### config.mk
export PLATFORM = sky130hd
export DESIGN_NAME = alpha_over_composite_top
export DESIGN_NICKNAME = d
export VERILOG_FILES = /design/src/rtl/aoc_pkg.sv /design/src/rtl/aoc_weight.sv /design/src/rtl/aoc_div_cell.sv /design/src/rtl/alpha_over_composite_top.sv
export SDC_FILE = /design/constraint.sdc
export NUM_CORES = 2
export LEC_CHECK = 0
export BUFFER_PORTS_ARGS = -buffer_cell sky130_fd_sc_hd__buf_2
export CAP_MARGIN = 5
export CORE_MARGIN = 2
export CORE_UTILIZATION = 45
export CTS_CLUSTER_DIAMETER = 200
export DETAILED_ROUTE_END_ITERATION = 12
export PLACE_DENSITY_LB_ADDON = 0.05
export SLEW_MARGIN = 20
export SYNTH_ARGS = -nofsm -noshare
export SYNTH_HDL_FRONTEND = slang
export SYNTH_SLANG_ARGS = --single-unit
### constraint.sdc
create_clock -name clk -period 10.1 [get_ports clk]
set_clock_uncertainty 0.05 [all_clocks]
set_input_delay 1.01 -clock clk [delete_from_list [all_inputs] [get_ports clk]]
set_output_delay 1.01 -clock clk [all_outputs]
set_load 0.05 [all_outputs]
### src/rtl/aoc_pkg.sv
package aoc_pkg;

    localparam int LANES  = 4;
    localparam int QBITS  = 8;
    localparam int SUM_W  = 17;
    localparam int NUM_W  = 25;
    localparam int WGT_W  = 16;
    localparam int ALPHA_LANE = 3;

    typedef struct packed {
        logic                            valid;
        logic                            clear;
        logic [SUM_W-1:0]                sum;
        logic [LANES-1:0][NUM_W-1:0]     rem;
        logic [LANES-1:0][QBITS-1:0]     quot;
    } aoc_stage_t;

endpackage

### src/rtl/aoc_weight.sv
module aoc_weight
    import aoc_pkg::*;
(
    input  logic             clk,
    input  logic             rst_n,
    input  logic             en,
    input  logic             in_valid,
    input  logic [7:0]       top_red,
    input  logic [7:0]       top_green,
    input  logic [7:0]       top_blue,
    input  logic [7:0]       top_alpha,
    input  logic [7:0]       under_red,
    input  logic [7:0]       under_green,
    input  logic [7:0]       under_blue,
    input  logic [7:0]       under_alpha,
    output aoc_stage_t       stage_out
);

    logic                    a_valid_reg;
    logic [WGT_W-1:0]        w_top_reg;
    logic [WGT_W-1:0]        w_under_reg;
    logic [SUM_W-1:0]        sum_reg;
    logic [2:0][7:0]         c_top_reg;
    logic [2:0][7:0]         c_under_reg;
    logic [WGT_W-1:0]        w_top_next;
    logic [WGT_W-1:0]        w_under_next;
    logic [7:0]              a1_inv;
    logic [SUM_W-1:0]        alpha_sum;
    aoc_stage_t              stage_reg;
    aoc_stage_t              stage_next;

    assign a1_inv       = 8'd255 - top_alpha;
    assign w_top_next   = WGT_W'(top_alpha) * WGT_W'(8'd255);
    assign w_under_next = WGT_W'(a1_inv) * WGT_W'(under_alpha);

    // The sum never exceeds 255 * 255, where (x + 1 + (x >> 8)) >> 8 equals x / 255.
    assign alpha_sum    = sum_reg + SUM_W'(1) + (sum_reg >> 8);

    always_ff @(posedge clk or negedge rst_n)
    begin
        if (!rst_n)
        begin
            a_valid_reg <= 1'b0;
        end
        else if (en)
        begin
            a_valid_reg <= in_valid;
        end
    end

    always_ff @(posedge clk)
    begin
        if (en)
        begin
            w_top_reg   <= w_top_next;
            w_under_reg <= w_under_next;
            sum_reg     <= SUM_W'(w_top_next) + SUM_W'(w_under_next);
            c_top_reg   <= {top_blue, top_green, top_red};
            c_under_reg <= {under_blue, under_green, under_red};
        end
    end

    always_comb
    begin
        stage_next       = '0;
        stage_next.valid = a_valid_reg;
        stage_next.clear = (sum_reg == '0);
        stage_next.sum   = sum_reg;
        for (int l = 0; l < 3; l++)
        begin
            stage_next.rem[l] = NUM_W'(w_under_reg * NUM_W'(c_under_reg[l]))
                              + NUM_W'(w_top_reg * NUM_W'(c_top_reg[l]));
        end
        stage_next.quot[ALPHA_LANE] = alpha_sum[2*QBITS-1:QBITS];
    end

    always_ff @(posedge clk or negedge rst_n)
    begin
        if (!rst_n)
        begin
            stage_reg <= '0;
        end
        else if (en)
        begin
            stage_reg <= stage_next;
        end
    end

    assign stage_out = stage_reg;

endmodule

### src/rtl/aoc_div_cell.sv
module aoc_div_cell
    import aoc_pkg::*;
#(
    parameter int BIT = QBITS - 1
)
(
    input  logic         clk,
    input  logic         rst_n,
    input  logic         en,
    input  aoc_stage_t   stage_in,
    output aoc_stage_t   stage_out
);

    aoc_stage_t stage_reg;
    aoc_stage_t stage_next;
    logic [NUM_W-1:0] divisor;

    always_comb
    begin
        stage_next = stage_in;
        divisor    = NUM_W'(stage_in.sum) << BIT;
        for (int l = 0; l < LANES; l++)
        begin
            if (l != ALPHA_LANE && stage_in.rem[l] >= divisor)
            begin
                stage_next.rem[l]       = stage_in.rem[l] - divisor;
                stage_next.quot[l][BIT] = 1'b1;
            end
        end
    end

    always_ff @(posedge clk or negedge rst_n)
    begin
        if (!rst_n)
        begin
            stage_reg <= '0;
        end
        else if (en)
        begin
            stage_reg <= stage_next;
        end
    end

    assign stage_out = stage_reg;

endmodule

### src/rtl/alpha_over_composite_top.sv
// Porter-Duff over of two straight-alpha RGBA8 pixels, one word per clock. The
// weights and their sum are registered first, then the three color numerators and
// the output alpha; then a row of eight divider cells yields one quotient bit each
// for the three colors. The whole pipeline stalls together while the output word
// is not taken. When both alphas are zero all outputs are zero and fully_clear is
// set in tuser.
module alpha_over_composite_top
    import aoc_pkg::*;
(
    input  logic         clk,
    input  logic         rst_n,
    input  logic         s_axis_tvalid,
    output logic         s_axis_tready,
    // top_red, top_green, top_blue, top_alpha,
    // under_red, under_green, under_blue, under_alpha
    input  logic [63:0]  s_axis_tdata,
    output logic         m_axis_tvalid,
    input  logic         m_axis_tready,
    // out_red, out_green, out_blue, out_alpha
    output logic [31:0]  m_axis_tdata,
    // fully_clear
    output logic [0:0]   m_axis_tuser
);

    logic       en;
    aoc_stage_t chain [QBITS+1];

    assign en            = !chain[QBITS].valid || m_axis_tready;
    assign s_axis_tready = en;

    aoc_weight u_weight (
        .clk         (clk),
        .rst_n       (rst_n),
        .en          (en),
        .in_valid    (s_axis_tvalid),
        .top_red     (s_axis_tdata[7:0]),
        .top_green   (s_axis_tdata[15:8]),
        .top_blue    (s_axis_tdata[23:16]),
        .top_alpha   (s_axis_tdata[31:24]),
        .under_red   (s_axis_tdata[39:32]),
        .under_green (s_axis_tdata[47:40]),
        .under_blue  (s_axis_tdata[55:48]),
        .under_alpha (s_axis_tdata[63:56]),
        .stage_out   (chain[0])
    );

    for (genvar i = 0; i < QBITS; i++)
    begin : g_cell
        aoc_div_cell #(
            .BIT (QBITS - 1 - i)
        ) u_cell (
            .clk       (clk),
            .rst_n     (rst_n),
            .en        (en),
            .stage_in  (chain[i]),
            .stage_out (chain[i+1])
        );
    end

    assign m_axis_tvalid = chain[QBITS].valid;
    assign m_axis_tuser  = chain[QBITS].clear;
    assign m_axis_tdata  = chain[QBITS].clear ? '0 : chain[QBITS].quot;

`ifndef SYNTHESIS
    a_clear_zero: assert property (@(posedge clk) disable iff (!rst_n)
        m_axis_tvalid && m_axis_tuser[0] |-> m_axis_tdata == '0)
        else $error("clear word carries nonzero data");

    a_alpha_nonzero: assert property (@(posedge clk) disable iff (!rst_n)
        m_axis_tvalid && !m_axis_tuser[0] |-> m_axis_tdata[31:24] != 8'd0)
        else $error("visible pixel with zero alpha");

    a_stall_only_full: assert property (@(posedge clk) disable iff (!rst_n)
        !s_axis_tready |-> m_axis_tvalid)
        else $error("input stalled with empty output");
`endif

endmodule

==> impl_results.md <==
* Initial core utilization at a little under half
* Startpoint Class: register
* Die width at around 450 um
* Final net count at roughly 12k
* Setup Buffers After CTS at 0
* Resized Gates After CTS at 0
* Total gr overflow at 0
* Final Hold Viols at 0
* Tmin final at 6.929 ns
* Die ar. at around 0.20 mm^2
* Post-Route WL at about 280000 um
* Post-synthesis sequential area ratio at 29.49%
* Worst-path clk slew at 0.06 ns
* DR WL/cell at 21.84 um
* Syn. warnings at 0
* Vias in the first global route at 70.95k
* Via count at 70.29k
* H-tree depth at 4
* IO buf count at 102
* Fmax at roughly 140 MHz
* WP depth at 20
* Crit-path slowest cell: edfxtp_1
* Drt via density at around 5.5
* Placer Congestion at just over 0.9
* Ys flop type: dfrtp_1
* Cell Area, Synth at 0.08921 mm^2
* CP endpoint kind: register
* Std cell rows at roughly 160
* Area of the multi-input gates at between 0.05 and 0.06 mm^2
* Arr. time, crit path at roughly 7.6 ns
* Worst relative slew slack at between 20% and 30%
* GRT Total Usage at between 20% and 30%
* First-pass GRT wire length at between 400000 and 500000 um
* Post-synth EDFFs at 97
* Number of remaining DRC errors at 0
* Post-synthesis average cell area at ~9 um^2
* Final ANT Viol Nets at 0
* TritonCTS buffer count at around 130
* Die Ht at about 450 um
* Ports at just over 100
* Post-Synthesis Cells at about 10k
* Unique cell type count in the Yosys netlist at between 80 and 90
* Hold Path Class: primary input to async pin
* Post-Syn Nets at between 10k and 15k
* Hold-fix buffers, CTS at 0
* Required time of the worst setup path at about 11 ns
* CTS tree: yes
* Final setup viols at 0
* Final period utilization at around two thirds
* Worst reg2reg path depth at 20
* Crit path cell chain: nand2_1 > fa_1 > inv_1 > fa_1 > fa_1 > fa_1 > fa_1 > inv_1 > fa_1 > inv_1 > ha_1 > o21a_1 > o21a_1 > nand2b_1 > and3_1 > or2_2 > a311oi_1 > o21ai_0 > a2111oi_0 > nor3b_1
* DR iter-0 viols at around 4.6k
* Share of cells above drive strength 1 at under 10%
* Worst Path Buf+Inv at 3
* Clk_lat worst skew at just over 0.8 ns
* Outcome: finished clean
* CP peak stage delay at approximately 1 ns
* Slew of the pin with the lowest slew margin at approximately 1.1 ns
* CP top delay family: adder cells
* TNS Setup at 0 ns
* Worst setup path class: register to register
* Final Hold Slack at 0.1754 ns
* TritonRoute pass-1 iters at 7
* Yosys reg bits at between 1k and 1.5k
* Fillers at approximately 19k
* Area of the core at ~0.20 mm^2
* Worst R2R Setup Slack at 3.17 ns
* Pin count of the biggest net entering global routing at between 150 and 200
* Num Clock Sinks at ~1.0k
* Flip-flop count of the largest register after layout at roughly 830
* Clk buf depth at 3
* Initial antenna violation count at 2
* Area Overhead vs Synth at 8.284%
* Post-synthesis async set-or-reset flop share at roughly 91%
* Root buffer cell: clkbuf_16
* Sequential cell area at around 0.026 mm^2
* Crit path max fanout at 24
* Final Max Tran Viols at 0
* RSZ-0062 raised after global routing: false
* Number of max-cap violations at 0
* Hpwl dp at between 200000 and 250000 um
* CP dominant cell by count: fa_1
==> synthesized netlist by cell type, drive strengths merged (21+ instances only) <==
cell type / number / area [um^2]
nand2: 1793 / 6735
or2: 29 / 181.4
nand2b: 73 / 456.7
and2: 384 / 2405
clkbuf: 365 / 1370
dfrtp: 935 / 23400
nor2b: 176 / 1101
nand3: 119 / 595.6
and3: 40 / 255.2
o31a: 32 / 280.3
a211oi: 44 / 330.3
mux2i: 167 / 1672
xnor2: 257 / 2251
a31oi: 97 / 606.8
ha: 721 / 9021
o211ai: 42 / 315.3
edfxtp: 97 / 2913
nor2: 705 / 2646
o31ai: 35 / 262.8
fa: 715 / 14310
o21bai: 44 / 330.3
a21o: 161 / 1209
a21oi: 671 / 3358
nand4: 55 / 344.1
buf: 36 / 165.2
or3: 46 / 287.8
o21ai: 524 / 2623
nor3: 134 / 675.7
o2111ai: 21 / 183.9
inv: 1082 / 4061
nor4: 53 / 331.6
xor2: 138 / 1209
o41ai: 23 / 209.0
o21a: 96 / 720.7
==> worst paths after layout <==
| check | startpoint | endpoint |
|---|---|---|
| worst max-delay path | u_weight.w_top_reg[6] | u_weight.stage_out[56] |
| max in group asynchronous | rst_n | g_cell[5].u_cell.stage_out[49] |
| worst min register to register | g_cell[4].u_cell.stage_out[4] | g_cell[5].u_cell.stage_out[4] |
| min in group clk | s_axis_tdata[55] | u_weight.c_under_reg[23] |
| worst max register to register | u_weight.w_top_reg[6] | u_weight.stage_out[56] |
| worst min-delay path | rst_n | g_cell[3].u_cell.stage_out[81] |
==> metrics by stage <==
stage | std cells | setup WS [ns] | utilization [%] | instance area, um^2
2_1_floorplan | 10180 | 3.781 | - | 89210
3_3_place_gp | 12590 | 3.284 | 46.76 | 92220
3_5_place_dp | 12590 | 3.229 | 46.76 | 92220
4_1_cts | 12830 | 3.205 | 48.95 | 96530
5_1_grt | 12830 | 2.823 | 48.98 | 96600
6_report | 12830 | 3.171 | 48.98 | 96610
==> logic make-up (layout without fill, tap and decap cells) <==
kind of cell / Yosys count / count (layout) / share of synthesized area (%)
other: 1 / 4 / 0.004203
adder cells (fa/ha/maj): 1436 / 1436 / 26.16
buffers and inverters: 1483 / 1490 / 6.273
flip-flops: 1032 / 1032 / 29.49
AO/OA/AOI/OAI: 1950 / 1950 / 13.31
AND/OR/NAND/NOR: 3700 / 3700 / 18.82
multiplexers: 183 / 183 / 2.076
XOR/XNOR: 395 / 395 / 3.878
==> cell usage in the layout (no fill, tap or decap), drive strengths merged, types with 55 or more instances in the layout <==
master  synthesis  final
fa            715    715
o21a           96     96
nand3         119    119
nand4          55     55
xnor2         257    257
nor2          705    705
and2          384    384
inv          1082   1089
nor2b         176    176
edfxtp         97     97
xor2          138    138
mux2i         167    167
nor3          134    134
a31oi          97     97
a21oi         671    671
dfrtp         935    935
buf            36    176
ha            721    721
nand2b         73     73
nand2        1793   1793
o21ai         524    524
a21o          161    161
clkbuf        365    185
==> area by class of cell <==
| cell class | count | share of cell area (%) |
|---|---|---|
| Multi-Input combinational cell | 7665 | 59.40 |
| Clock buffer | 185 | 3.974 |
| Antenna cell | 3 | 0.007771 |
| Clock inverter | 47 | 0.4909 |
| Sequential cell | 1032 | 27.24 |
| Tap cell | 2640 | 3.419 |
| Timing Repair Buffer | 176 | 1.259 |
| Inverter | 1082 | 4.212 |
==> layer usage <==
layer / vias to the layer above / routed length, um / track usage (%)
li1: 33600 / - / -
met1: 34790 / 117700 / 34.94
met2: 1461 / 140500 / 48.90
met3: 440 / 10590 / 3.195
met4: 2 / 11470 / 10.44
met5: - / 14 / 0
Power is not shown: default switching activity piles up to over one toggle a cycle in this logic, so the estimate is an artifact.
